==> src/sv/dsa_pkg.sv <==
`default_nettype none
// -----------------------------------------------------------------------------
// dsa_pkg
// Shared widths, types and controller/datapath command words for the D'Hondt
// seat allocator.
// -----------------------------------------------------------------------------
package dsa_pkg;

  localparam int PARTIES    = 5;
  localparam int MAX_SEATS  = 255;
  localparam int VOTE_W     = 24;
  localparam int SEAT_IN_W  = 8;
  localparam int SEAT_OUT_W = 8;

  // seat counters hold 0..MAX_SEATS, divisors reach MAX_SEATS + 1
  localparam int SEAT_CNT_W = $clog2(MAX_SEATS + 1);
  localparam int DIVISOR_W  = $clog2(MAX_SEATS + 2);
  localparam int PIDX_W     = (PARTIES > 1) ? $clog2(PARTIES) : 1;
  localparam int DIV_CNT_W  = $clog2(VOTE_W + 1);

  typedef logic [VOTE_W-1:0]     vote_t;
  typedef logic [SEAT_CNT_W-1:0] seat_cnt_t;
  typedef logic [DIVISOR_W-1:0]  divisor_t;
  typedef logic [PIDX_W-1:0]     party_idx_t;
  typedef logic [SEAT_OUT_W-1:0] seat_out_t;

  typedef vote_t     vote_vec_t [PARTIES];
  typedef seat_out_t seat_vec_t [PARTIES];

  typedef struct packed {
    logic load;      // capture a new word, clear seat counts
    logic pick;      // award the next seat to the largest quotient
    logic div_load;  // prime the divider with the winner's votes and divisor
    logic div_step;  // one restoring division step
    logic write;     // store the new quotient of the winner
  } dsa_cmd_t;

  typedef struct packed {
    logic seats_zero;  // no seats left to award
    logic div_last;    // the current division step is the final one
  } dsa_status_t;

endpackage : dsa_pkg
`default_nettype wire

==> src/sv/dsa_ctrl.sv <==
`default_nettype none
// -----------------------------------------------------------------------------
// dsa_ctrl
// Sequencer for the seat allocator: one pick, one division and one write-back
// per seat.
// -----------------------------------------------------------------------------
module dsa_ctrl
  import dsa_pkg::*;
(
  input  wire logic        clk,
  input  wire logic        rst_n,
  input  wire logic        start,
  input  wire dsa_status_t status,
  output dsa_cmd_t         cmd,
  output logic             busy,
  output logic             done
);

  typedef enum logic [2:0] {
    ST_IDLE,
    ST_CHECK,
    ST_PICK,
    ST_DIV_LOAD,
    ST_DIVIDE,
    ST_WRITE,
    ST_DONE
  } state_t;

  state_t state_r, state_nxt;
  logic   busy_r;
  logic   done_r;

  always_comb begin
    state_nxt = state_r;
    cmd       = '0;
    case (state_r)
      ST_IDLE: begin
        if (start) begin
          cmd.load  = 1'b1;
          state_nxt = ST_CHECK;
        end
      end
      ST_CHECK: begin
        state_nxt = status.seats_zero ? ST_DONE : ST_PICK;
      end
      ST_PICK: begin
        cmd.pick  = 1'b1;
        state_nxt = ST_DIV_LOAD;
      end
      ST_DIV_LOAD: begin
        cmd.div_load = 1'b1;
        state_nxt    = ST_DIVIDE;
      end
      ST_DIVIDE: begin
        cmd.div_step = 1'b1;
        if (status.div_last) begin
          state_nxt = ST_WRITE;
        end
      end
      ST_WRITE: begin
        cmd.write = 1'b1;
        state_nxt = status.seats_zero ? ST_DONE : ST_PICK;
      end
      ST_DONE: begin
        state_nxt = ST_IDLE;
      end
      default: begin
        state_nxt = ST_IDLE;
      end
    endcase
  end

  always_ff @(posedge clk) begin
    if (!rst_n) begin
      state_r <= ST_IDLE;
      busy_r  <= 1'b0;
      done_r  <= 1'b0;
    end else begin
      state_r <= state_nxt;
      busy_r  <= (state_nxt != ST_IDLE);
      done_r  <= (state_nxt == ST_DONE);
    end
  end

  assign busy = busy_r;
  assign done = done_r;

`ifndef SYNTHESIS
  a_cmd_onehot: assert property (@(posedge clk) disable iff (!rst_n)
    $onehot0(cmd))
    else $error("dsa_ctrl: more than one datapath command at once");

  a_done_busy: assert property (@(posedge clk) disable iff (!rst_n)
    done |-> busy)
    else $error("dsa_ctrl: result strobe while not busy");

  a_accept_busy: assert property (@(posedge clk) disable iff (!rst_n)
    (start && !busy) |=> busy)
    else $error("dsa_ctrl: accepted word did not raise busy");

  a_done_pulse: assert property (@(posedge clk) disable iff (!rst_n)
    done |=> !done)
    else $error("dsa_ctrl: result strobe longer than one cycle");

  a_div_last: assert property (@(posedge clk) disable iff (!rst_n)
    (cmd.div_step && status.div_last) |=> cmd.write)
    else $error("dsa_ctrl: division end not followed by write-back");
`endif

endmodule : dsa_ctrl
`default_nettype wire

==> src/sv/dsa_datapath.sv <==
`default_nettype none
// -----------------------------------------------------------------------------
// dsa_datapath
// Vote, quotient and seat registers, largest-quotient selection and a
// bit-serial restoring divider.
// -----------------------------------------------------------------------------
module dsa_datapath
  import dsa_pkg::*;
(
  input  wire logic                 clk,
  input  wire logic                 rst_n,
  input  wire dsa_cmd_t             cmd,
  input  wire vote_vec_t            votes_in,
  input  wire logic [SEAT_IN_W-1:0] seat_total_in,
  output dsa_status_t               status,
  output seat_vec_t                 seats_out
);

  vote_t      votes_r [PARTIES];
  vote_t      quot_r  [PARTIES];
  seat_cnt_t  won_r   [PARTIES];
  seat_cnt_t  left_r;
  party_idx_t best_r;

  vote_t      div_acc_r;
  divisor_t   div_rem_r;
  divisor_t   div_den_r;
  logic [DIV_CNT_W-1:0] div_cnt_r;

  vote_t      best_val;
  party_idx_t best_idx;
  seat_cnt_t  seat_sat;
  logic [DIVISOR_W:0] div_trial;
  logic       div_take;
  logic       unused_rst;

  // largest quotient, earliest party wins ties
  always_comb begin
    best_val = quot_r[0];
    best_idx = '0;
    for (int p = 1; p < PARTIES; p++) begin
      if (quot_r[p] > best_val) begin
        best_val = quot_r[p];
        best_idx = PIDX_W'(p);
      end
    end
  end

  assign seat_sat = (32'(seat_total_in) > MAX_SEATS) ? SEAT_CNT_W'(MAX_SEATS)
                                                     : SEAT_CNT_W'(seat_total_in);

  // restoring step: bring down the next dividend bit, subtract when it fits
  assign div_trial = {div_rem_r, div_acc_r[VOTE_W-1]};
  assign div_take  = (div_trial >= {1'b0, div_den_r});

  always_ff @(posedge clk) begin
    if (cmd.load) begin
      for (int p = 0; p < PARTIES; p++) begin
        votes_r[p] <= votes_in[p];
        quot_r[p]  <= votes_in[p];
        won_r[p]   <= '0;
      end
      left_r <= seat_sat;
    end
    if (cmd.pick) begin
      best_r <= best_idx;
      for (int p = 0; p < PARTIES; p++) begin
        if (best_idx == PIDX_W'(p)) begin
          won_r[p] <= won_r[p] + 1'b1;
        end
      end
      left_r <= left_r - 1'b1;
    end
    if (cmd.div_load) begin
      div_acc_r <= votes_r[best_r];
      div_rem_r <= '0;
      div_den_r <= DIVISOR_W'(won_r[best_r]) + 1'b1;
      div_cnt_r <= DIV_CNT_W'(VOTE_W);
    end
    if (cmd.div_step) begin
      div_acc_r <= {div_acc_r[VOTE_W-2:0], div_take};
      div_rem_r <= div_take ? DIVISOR_W'(div_trial - {1'b0, div_den_r})
                            : DIVISOR_W'(div_trial);
      div_cnt_r <= div_cnt_r - 1'b1;
    end
    if (cmd.write) begin
      for (int p = 0; p < PARTIES; p++) begin
        if (best_r == PIDX_W'(p)) begin
          quot_r[p] <= div_acc_r;
        end
      end
    end
  end

  assign unused_rst = rst_n;

  assign status.seats_zero = (left_r == '0) && unused_rst;
  assign status.div_last   = (div_cnt_r == DIV_CNT_W'(1));

  always_comb begin
    for (int p = 0; p < PARTIES; p++) begin
      seats_out[p] = SEAT_OUT_W'(won_r[p]);
    end
  end

endmodule : dsa_datapath
`default_nettype wire

==> src/sv/dhondt_seat_allocator_unit.sv <==
`default_nettype none
// -----------------------------------------------------------------------------
// dhondt_seat_allocator_unit
// D'Hondt highest-averages seat allocation over five parties.
// -----------------------------------------------------------------------------
// Raise start with the five vote totals and the seat count; the word is taken
// at the clock edge where start is high and busy is low. A seat count above
// 255 is held at 255. Each seat goes to the party with the largest quotient
// (earliest party on a tie), whose quotient then becomes its votes divided by
// its seats won plus one. While a word is worked on busy stays high: every
// seat takes a selection, a divider load, 24 steps of the one-bit-per-cycle
// restoring divider and a write-back. The final seat counts on out_seats_* are
// marked by out_valid, high for a single cycle, the last cycle in which busy is
// high; capture them then, as the unit does not wait for the receiver. The
// counts stay on the ports until the next word is taken.
// -----------------------------------------------------------------------------
module dhondt_seat_allocator_unit
  import dsa_pkg::*;
(
  input  wire logic                  clk,
  input  wire logic                  rst_n,
  input  wire logic                  start,
  output logic                       busy,
  input  wire logic [VOTE_W-1:0]     in_votes_a,
  input  wire logic [VOTE_W-1:0]     in_votes_b,
  input  wire logic [VOTE_W-1:0]     in_votes_c,
  input  wire logic [VOTE_W-1:0]     in_votes_d,
  input  wire logic [VOTE_W-1:0]     in_votes_e,
  input  wire logic [SEAT_IN_W-1:0]  in_seat_total,
  output logic                       out_valid,
  output logic [SEAT_OUT_W-1:0]      out_seats_a,
  output logic [SEAT_OUT_W-1:0]      out_seats_b,
  output logic [SEAT_OUT_W-1:0]      out_seats_c,
  output logic [SEAT_OUT_W-1:0]      out_seats_d,
  output logic [SEAT_OUT_W-1:0]      out_seats_e
);

  dsa_cmd_t    cmd;
  dsa_status_t status;
  vote_vec_t   votes_in;
  seat_vec_t   seats_out;

  // gather the party totals in order A to E
  assign votes_in[0] = in_votes_a;
  assign votes_in[1] = in_votes_b;
  assign votes_in[2] = in_votes_c;
  assign votes_in[3] = in_votes_d;
  assign votes_in[4] = in_votes_e;

  // sequencer: advance one seat at a time, pulse the strobe at the end
  dsa_ctrl u_ctrl (
    .clk    (clk),
    .rst_n  (rst_n),
    .start  (start),
    .status (status),
    .cmd    (cmd),
    .busy   (busy),
    .done   (out_valid)
  );

  // registers, selection and divider
  dsa_datapath u_datapath (
    .clk           (clk),
    .rst_n         (rst_n),
    .cmd           (cmd),
    .votes_in      (votes_in),
    .seat_total_in (in_seat_total),
    .status        (status),
    .seats_out     (seats_out)
  );

  assign out_seats_a = seats_out[0];
  assign out_seats_b = seats_out[1];
  assign out_seats_c = seats_out[2];
  assign out_seats_d = seats_out[3];
  assign out_seats_e = seats_out[4];

endmodule : dhondt_seat_allocator_unit
`default_nettype wire
==> config.mk <==
export PLATFORM = sky130hd
export DESIGN_NAME = dhondt_seat_allocator_unit
export DESIGN_NICKNAME = d
export VERILOG_FILES = /design/src/sv/dsa_pkg.sv /design/src/sv/dsa_ctrl.sv /design/src/sv/dsa_datapath.sv /design/src/sv/dhondt_seat_allocator_unit.sv
export SDC_FILE = /design/constraint.sdc
export NUM_CORES = 1
export LEC_CHECK = 0
export ABC_AREA = 1
export BUFFER_PORTS_ARGS = -buffer_cell sky130_fd_sc_hd__buf_4
export CORE_ASPECT_RATIO = 0.6
export CORE_MARGIN = 5
export CORE_UTILIZATION = 50
export DETAILED_ROUTE_END_ITERATION = 6
export PLACE_DENSITY = 0.69
export SYNTH_ARGS = -nofsm -noshare
export SYNTH_HDL_FRONTEND = slang
export SYNTH_SLANG_ARGS = --single-unit
export TNS_END_PERCENT = 1
==> constraint.sdc <==
create_clock -name clk -period 15 [get_ports clk]
set_clock_uncertainty 0.1 [all_clocks]
set_input_delay 0.75 -clock clk [delete_from_list [all_inputs] [get_ports clk]]
set_output_delay 0.75 -clock clk [all_outputs]
set_load 0.02 [all_outputs]
# [Word-level counts from Yosys, hierarchy flattened]
# Memories as Yosys holds them, arrays and structs flattened. A register that Yosys moved wholly into a read port is not among the register bits.
# Index checks and enable logic that the tools add are counted.
# Widths: inputs -> output; s select.
[classes] n_eq_ne=15 n_addsub=9 n_mux=70 bitwise=10 n_reduce_logical=9 n_lt_le_gt_ge=5
[ops] cell="$mux 24" count=10
[ops] cell="$gt 24x24->1" count=4
[ops] cell="$mux 8" count=7
[ops] cell="$add 8x1->8 const B" count=5
[ops] cell="$mux 1" count=39
[ops] cell="$mux 9" count=3
[ops] cell="$eq 3x2->1 const B" count=6
[ops] cell="$mux 3" count=6
[ops] cell="$eq 3x3->1 const B" count=5
[ops] cell="$pmux 3 s5" count=1
[ops] cell="$ge 10x9->1" count=1
[ops] cell="$mux 5" count=2
[ops] cell="$or 1x1->1" count=10
[ops] cell="$add 8x1->9 const B" count=1
[ops] cell="$eq 3x1->1 const B" count=3
[ops] cell="$logic_not 3->1" count=3
[ops] cell="$sub 9x9->9" count=1
[ops] cell="$logic_not 8->1" count=1
[ops] cell="$sub 8x1->8 const B" count=1
[ops] cell="$eq 5x1->1 const B" count=1
[ops] cell="$sub 5x1->5 const B" count=1
[ops] cell="$mux 2" count=2
[ops] cell="$reduce_bool 2->1" count=2
[ops] cell="$reduce_bool 3->1" count=1
[ops] cell="2 further kinds" count=2
[word_totals] inputBits=131 register_bits=63 mem_count=3 ram_bits=280
[memory_table] memory="u_datapath.quot_r" depth=5 word_bits=24 read_ports=5 rd_clocked_by_memory_dff=0 wr=5 line_no="dsa_datapath.sv:20" text="vote_t quot_r [PARTIES];"
[memory_table] memory="u_datapath.votes_r" depth=5 word_bits=24 read_ports=1 rd_clocked_by_memory_dff=1 wr=5 line_no="dsa_datapath.sv:19" text="vote_t votes_r [PARTIES];"
[memory_table] memory="u_datapath.won_r" depth=5 word_bits=8 read_ports=6 rd_clocked_by_memory_dff=1 wr=5 line_no="dsa_datapath.sv:21" text="seat_cnt_t won_r [PARTIES];"

# [Depth between registers and ports, before layout]
# Gate-level depths: netlist (run 1).
# An unclocked memory read counts as a cell.
[depth] word_depth=14 ltp_mapped=56

# [Cells and area by module]
# From an unflattened synthesis (run 1), not the netlist that was laid out.
[unflattened] hier_cells=1793 hier_area_um2=17912.2
[modules_own_cells] mod="dsa_datapath" n_inst=1 area_per_inst_um2=17687.0 seq_area_each_um2=10209.8 cells_each=1758
[modules_own_cells] mod="dsa_ctrl" n_inst=1 area_per_inst_um2=225.2 seq_area_each_um2=100.1 cells_each=35

# [Worst setup path after synthesis (run 1)]
# OpenSTA, ideal clock, no wires.
[synth_timing] path_type="flip-flop to flip-flop" from="mem u_datapath.quot_r[1][15] (netlist name)" to="mem u_datapath.won_r[3][0] (netlist name), enable pin" arrival_ns=6.599 path_stages_with_launch=45 setup_slack_ns=7.914 t_required_ns=14.513 path_buffers=4 period_less_slack_ns=7.086 path_cell_list="edfxtp_1 -> ha_1 -> a21o_1 -> nor2_1 -> nand2_1 -> nand2_1 -> nand3_2 -> nand2_2 -> buf_2 -> clkbuf_1 -> nand2_1 -> o21ai_0 -> inv_1 -> ha_1 -> inv_1 -> nor2_1 -> nor2_1 -> o21ai_0 -> [... 9 more ...] -> nor2_1 -> a211oi_1 -> o211ai_1 -> nand2_1 -> o2111ai_1 -> nand2_1 -> clkbuf_1 -> o21ai_1 -> ha_1 -> a21oi_1 -> nor2_1 -> a211oi_1 -> o211ai_1 -> a21oi_1 -> o21ai_0 -> o41ai_1 -> inv_1 -> o31ai_1"
[synth_rtl] element="from (decl)" line_no="dsa_datapath.sv:20"
[synth_rtl] element="to (decl)" line_no="dsa_datapath.sv:21"

==> results of run 1 <==
==> layout make-up <==
class	instances	area share
Sequential cell	346	0.489
Multi-Input combinational cell	1134	0.311
Timing Repair Buffer	191	0.0680
Inverter	283	0.0505
Clock buffer	42	0.0448
Tap cell	476	0.0283
Clock inverter	19	0.00807
==> critical path: cells and delay by family (launching register included) <==
kind            cells  cell delay, ps
simple gates       20            3800
compound gates      8            3220
fa+ha+maj           4            1200
buf+inv             6             900
flops               1             360
==> routing by layer <==
layer  GRT usage  vias up
li1            -     6669
met1       0.370     6542
met2       0.342      595
met3      0.0502       52
met4      0.0336        0
met5           0        -
==> sequential cells by signal, indices dropped and copies added, names as in the netlist, named ones only <==
name and count:
u_ctrl.busy 1, u_ctrl.done 1, u_ctrl.state_r 3, u_datapath.best_r 3, u_datapath.div_acc_r 24, u_datapath.div_cnt_r 5
u_datapath.div_den_r 9, u_datapath.div_rem_r 9, u_datapath.left_r 8, u_datapath.quot_r 120, u_datapath.votes_r 120, u_datapath.won_r 40
==> kinds of logic after synthesis <==
| group | Yosys count |
|---|---|
| flops | 346 |
| compound gates | 475 |
| xor+xnor | 21 |
| buf+inv | 356 |
| simple gates | 524 |
| fa+ha+maj | 114 |
==> per-stage QoR <==
step | hold WS, ps | power [W] | cell area, µm² | utilization
final | 316 | 0.00305 | 21100 | 0.584
after global routing | 298 | 0.00323 | 21100 | 0.584
after CTS | 301 | 0.00306 | 21100 | 0.584
after detailed placement | 387 | 0.00218 | 20000 | 0.553
after global placement | 387 | 0.00216 | 20000 | 0.553
after floorplan | 351 | 0.00189 | 18200 | -
==> worst paths after layout <==
path                                          end  cells after the start                         startpoint
min            u_datapath.votes_r[1][2]$_DFFE_PP_                      1                      in_votes_b[2]
max reg2reg  u_datapath.won_r[3][1]$_SDFFCE_PP0P_                     38  u_datapath.quot_r[0][7]$_DFFE_PP_
min reg2reg                u_ctrl.done$_SDFF_PN0_                      1     u_datapath.left_r[7]$_DFFE_PP_
max          u_datapath.won_r[3][1]$_SDFFCE_PP0P_                     38  u_datapath.quot_r[0][7]$_DFFE_PP_
==> power groups by stage <==
stage / logic, W / clock network, W / registers, W
after CTS: 0.000907 / 0.000887 / 0.00126
final: 0.000916 / 0.000872 / 0.00126
after detailed placement: 0.000901 / 0 / 0.00128
after floorplan: 0.000612 / 0 / 0.00128
after global placement: 0.000883 / 0 / 0.00128
after global routing: 0.00103 / 0.000928 / 0.00127
==> cell usage after synthesis (3+ instances only) <==
| master | count |
|---|---|
| o21ai_0 | 260 |
| a21o_1 | 3 |
| o211ai_1 | 6 |
| nand4_1 | 17 |
| nand2_1 | 191 |
| nand2_2 | 23 |
| xor2_1 | 10 |
| and2_1 | 24 |
| edfxtp_1 | 338 |
| clkbuf_1 | 59 |
| nor3b_1 | 6 |
| xnor2_1 | 11 |
| nor4_1 | 7 |
| o21ai_1 | 21 |
| ha_1 | 113 |
| o21a_1 | 4 |
| inv_1 | 282 |
| nand3_1 | 70 |
| nor2_1 | 153 |
| dfxtp_1 | 8 |
| nor3_1 | 22 |
| o22ai_1 | 24 |
| o41ai_1 | 3 |
| buf_2 | 9 |
| a211oi_1 | 8 |
| a31oi_1 | 11 |
| a21oi_1 | 127 |
==> out/qor.yml, run 1 <==
fin_crit_ps: 9990
p_per_area_nw_per_um2: 145
cts_root_buf: "clkbuf_16"
syn_inst: 1836
layout_common_cells: "edfxtp_1 (338), inv_1 (279), o21ai_0 (258)"
finalSetupViolCount: 0
synth_xor_area_frac: 0.0101
power.share.combinational: 0.300
ys_seq_area_frac: 0.567
wl_per_cell_um: 19.4
drtAntennaViolNets: 0
hold_viol_final: 0
crit_slowest_cell: "o31ai_1"
synth_edf_count: 338
share_seq_of_total_power: 0.414
synthDistinctLibCells: 48
switching_share: 0.338
peakVddDrop_v: 0.0000834
yosys_warnings: 0
arrival_ps: 10020
synth-simple-area-share: 0.130
antenna_found_initial: 0
max_freq_mhz: 100
gp_congestion: 0.941
nFillCells: 3111
cts_buffers: 35
relSlewSlack: 0.0880
synthMuxAreaShare: 0
dr_wl_met2_um: 19900
synth-seq-cells: 346
overflow: 0
drt_iter0_drc: 1583
coreArea_um2: 36100
rows: 54
worstHoldPathType: "input port to flop"
p_int_w: 0.00202
clock_latency_ps: 520
multiInputGateArea_um2: 6550
post_cts_resized: 0
mappedNetlistArea_um2: 18200
die_x_um: 256
grt_pass1_vias: 13100
tritoncts: "done"
tns_ps: 0
antenna_cells: 0
synthAdderAreaFrac: 0.0789
crit_top_cell: "nand2_1"
io_pins: 173
status: "completed"
drt-met1-wl_um: 23300
routed.top_layer: "met4"
synth.avg_cell_area_um2: 9.90
worst_slew_pin_slew_ps: 1360
p_sw_w: 0.00103
routed_wl_um: 48400
dieArea_um2: 40400
max_cap_viol_count: 0
synth_top_area_frac: 0.558
mostFrequentLayoutCell: "edfxtp_1"
clock-sinks: 346
clk_path_buf_depth: 3
cp-end-kind: "flop"
drc: 0
num_vias: 13900
h-tree-depth: 2
via_per_inst: 5.56
synth_top_family_by_area: "compound AO/OA/AOI/OAI gates"
synth_ff_type: "edfxtp_1"
postSynth.asyncResetShare: 0
cts_setup_buffers: 0
r2r_slack_ps: 5010
start_util: 0.504
gr-usage-all-layers: 0.235
drtPass1Iterations: 6
instances_no_fill: 2491
area_delta_synth_final_pct: 16.0
finalCritPeriodShare: 0.666
die_h_um: 158
required_ps: 15020
hpwl_um: 33900
grt_max_degree: 145
seqCellArea_um2: 10300
yosys-top-cells-area: "edfxtp_1 (56%), ha_1 (7.8%), o21ai_0 (7.2%)"
cp-start-kind: "flop"
fin_ws_ps: 5010
grt_first_pass_wirelength_um: 74600
cp_max_fo: 49
clkSlewWorstSetupHoldPaths_ps: 60
slew_viol_final: 0
critPathMaxStageDelay_ps: 1110
worst-setup-path-type: "flop to flop"
holdBufCountCts: 0
place_inst: 2430
p_leak_nw: 8.83
synth_top_area_cell: "edfxtp_1"
port_buffers: 172
p_clk_frac: 0.286
routed-wl-met3_um: 4610
synth_compound_area_frac: 0.138
dp_slack_ps: 5130
rsz0062_at_grt: "no"
drive_gt1_frac: 0.142
synth_nets: 2081
finalNetCount: 2236
(Power assumes the default switching activity.)
==> inputs of run 2 (changes only) <==
==> constraint.sdc (replaced) <==
create_clock -name clk -period 10.15 [get_ports clk]
set_clock_uncertainty 0.1 [all_clocks]
set_input_delay 0.5075 -clock clk [delete_from_list [all_inputs] [get_ports clk]]
set_output_delay 0.5075 -clock clk [all_outputs]
set_load 0.02 [all_outputs]
==> run 2 against run 1 <==
Wire length decreased by 0.36%; register-to-register slack worse by 4300 ps; sequential share of layout area fell by 0.19 points; global-route usage is 0.062 points lower; first-iteration DRC count down 16%; non-clock buffer count up 1; sequential power grew 48%; cell area is 0.39% higher; count of clock-buffer cells in the layout rose by 2; die area did not move; clock power increased by 55%; setup slack worse by 4300 ps.
==> out/qor.yml, run 2 (same netlist as run 1, synthesis figures left out) <==
status: "completed"
cp_max_fo: 49
max_cap_viol_count: 0
fin_crit_ps: 9440
antenna_found_initial: 0
io_pins: 173
drtPass1Iterations: 6
finalSetupViolCount: 0
cp-start-kind: "flop"
worst_slew_pin_slew_ps: 1100
clkSlewWorstSetupHoldPaths_ps: 60
arrival_ps: 9490
peakVddDrop_v: 0.000135
design_area_um2: 21200
p_leak_nw: 8.86
cts_setup_buffers: 0
finalCritPeriodShare: 0.930
gr-usage-all-layers: 0.234
grt_first_pass_wirelength_um: 74600
place_inst: 2431
crit_slowest_cell: "a221oi_1"
cp-end-kind: "flop"
p_per_area_nw_per_um2: 216
rows: 54
drc: 0
gp_congestion: 0.937
h-tree-depth: 2
hpwl_um: 33700
clock-sinks: 346
required_ps: 10210
drtAntennaViolNets: 0
grt_max_degree: 145
num_vias: 13800
whs_ps: 72.8
mostFrequentLayoutCell: "edfxtp_1"
clock_latency_ps: 520
critPathMaxStageDelay_ps: 520
seqCellArea_um2: 10300
tritoncts: "done"
layout_common_cells: "edfxtp_1 (338), inv_1 (279), o21ai_0 (256)"
worstHoldPathType: "input port to flop"
finalNetCount: 2236
hold_viol_final: 0
cts_root_buf: "clkbuf_16"
relSlewSlack: 0.268
via_per_inst: 5.54
routed_wl_um: 48200
nFillCells: 3088
dieArea_um2: 40400
clk_path_buf_depth: 3
drive_gt1_frac: 0.145
overflow: 0
placed_area_um2: 20000
grt_pass1_vias: 13200
die_h_um: 158
area_delta_synth_final_pct: 16.4
drt_iter0_drc: 1332
cts_buffers: 34
wl_per_cell_um: 19.3
coreArea_um2: 36100
max_freq_mhz: 106
port_buffers: 172
slew_viol_final: 0
reg.largest.list: "u_datapath.quot_r: 120 flops, u_datapath.votes_r: 120 flops, u_datapath.won_r: 40 flops"
die_x_um: 256
instances_no_fill: 2493
antenna_cells: 0
worst-setup-path-type: "flop to flop"
start_util: 0.504
multiInputGateArea_um2: 6570
==> run 2: critical path: cells and delay by family, from the launching register on <==
kind	cells	cell delay, ps
simple gates	22	4300
buf+inv	5	840
flops	1	390
fa+ha+maj	4	1230
compound gates	8	2200
==> run 2: final cells by class <==
| class | count | share of cell area |
|---|---|---|
| repair buffers | 192 | 0.0681 |
| well taps | 476 | 0.0282 |
| clock buffers | 44 | 0.0450 |
| multi-input cells | 1134 | 0.310 |
| inverters | 283 | 0.0503 |
| flip-flops and latches | 346 | 0.487 |
| clock inverters | 18 | 0.0106 |
==> run 2: final timing paths <==
kind / slack, ps / cells after the start / from / end
worst min-delay path: 70 / 1 / in_votes_a[2] / u_datapath.votes_r[0][2]$_DFFE_PP_
worst min register to register: 430 / 1 / u_datapath.left_r[7]$_DFFE_PP_ / u_ctrl.done$_SDFF_PN0_
worst max-delay path: 710 / 39 / u_datapath.quot_r[1][7]$_DFFE_PP_ / u_datapath.won_r[0][1]$_SDFFCE_PP0P_
worst max register to register: 710 / 39 / u_datapath.quot_r[1][7]$_DFFE_PP_ / u_datapath.won_r[0][1]$_SDFFCE_PP0P_
==> run 2: stage by stage <==
stage          power, W  utilization  worst slack (ps)  TNS (ps)
3_5_place_dp    0.00322        0.553               448         0
4_1_cts         0.00457        0.586               401         0
2_1_floorplan   0.00280            -              3060         0
3_3_place_gp    0.00320        0.553               517         0
6_report        0.00458        0.586               713         0
5_1_grt         0.00483        0.586             -13.0     -93.9
==> run 2: where the power goes <==
group | switching, W | internal, W
logic | 0.000886 | 0.000472
registers | 0.0000914 | 0.00177
clock network | 0.000557 | 0.000796
total | 0.00153 | 0.00304
==> run 2: what timing repair did <==
| item | 4_1_cts | 5_1_grt |
|---|---|---|
| resized for setup | 0 | 5 |
| hold buffers | 0 | 0 |
| endpoints found under the setup margin | 0 | 24 |
==> run 2: routing by layer <==
layer	routed length [µm]	GRT usage	vias up
met3	4100	0.0464	56
met4	734	0.0457	0
li1	-	-	6669
met2	19700	0.335	549
met5	0	0	-
met1	23700	0.372	6536
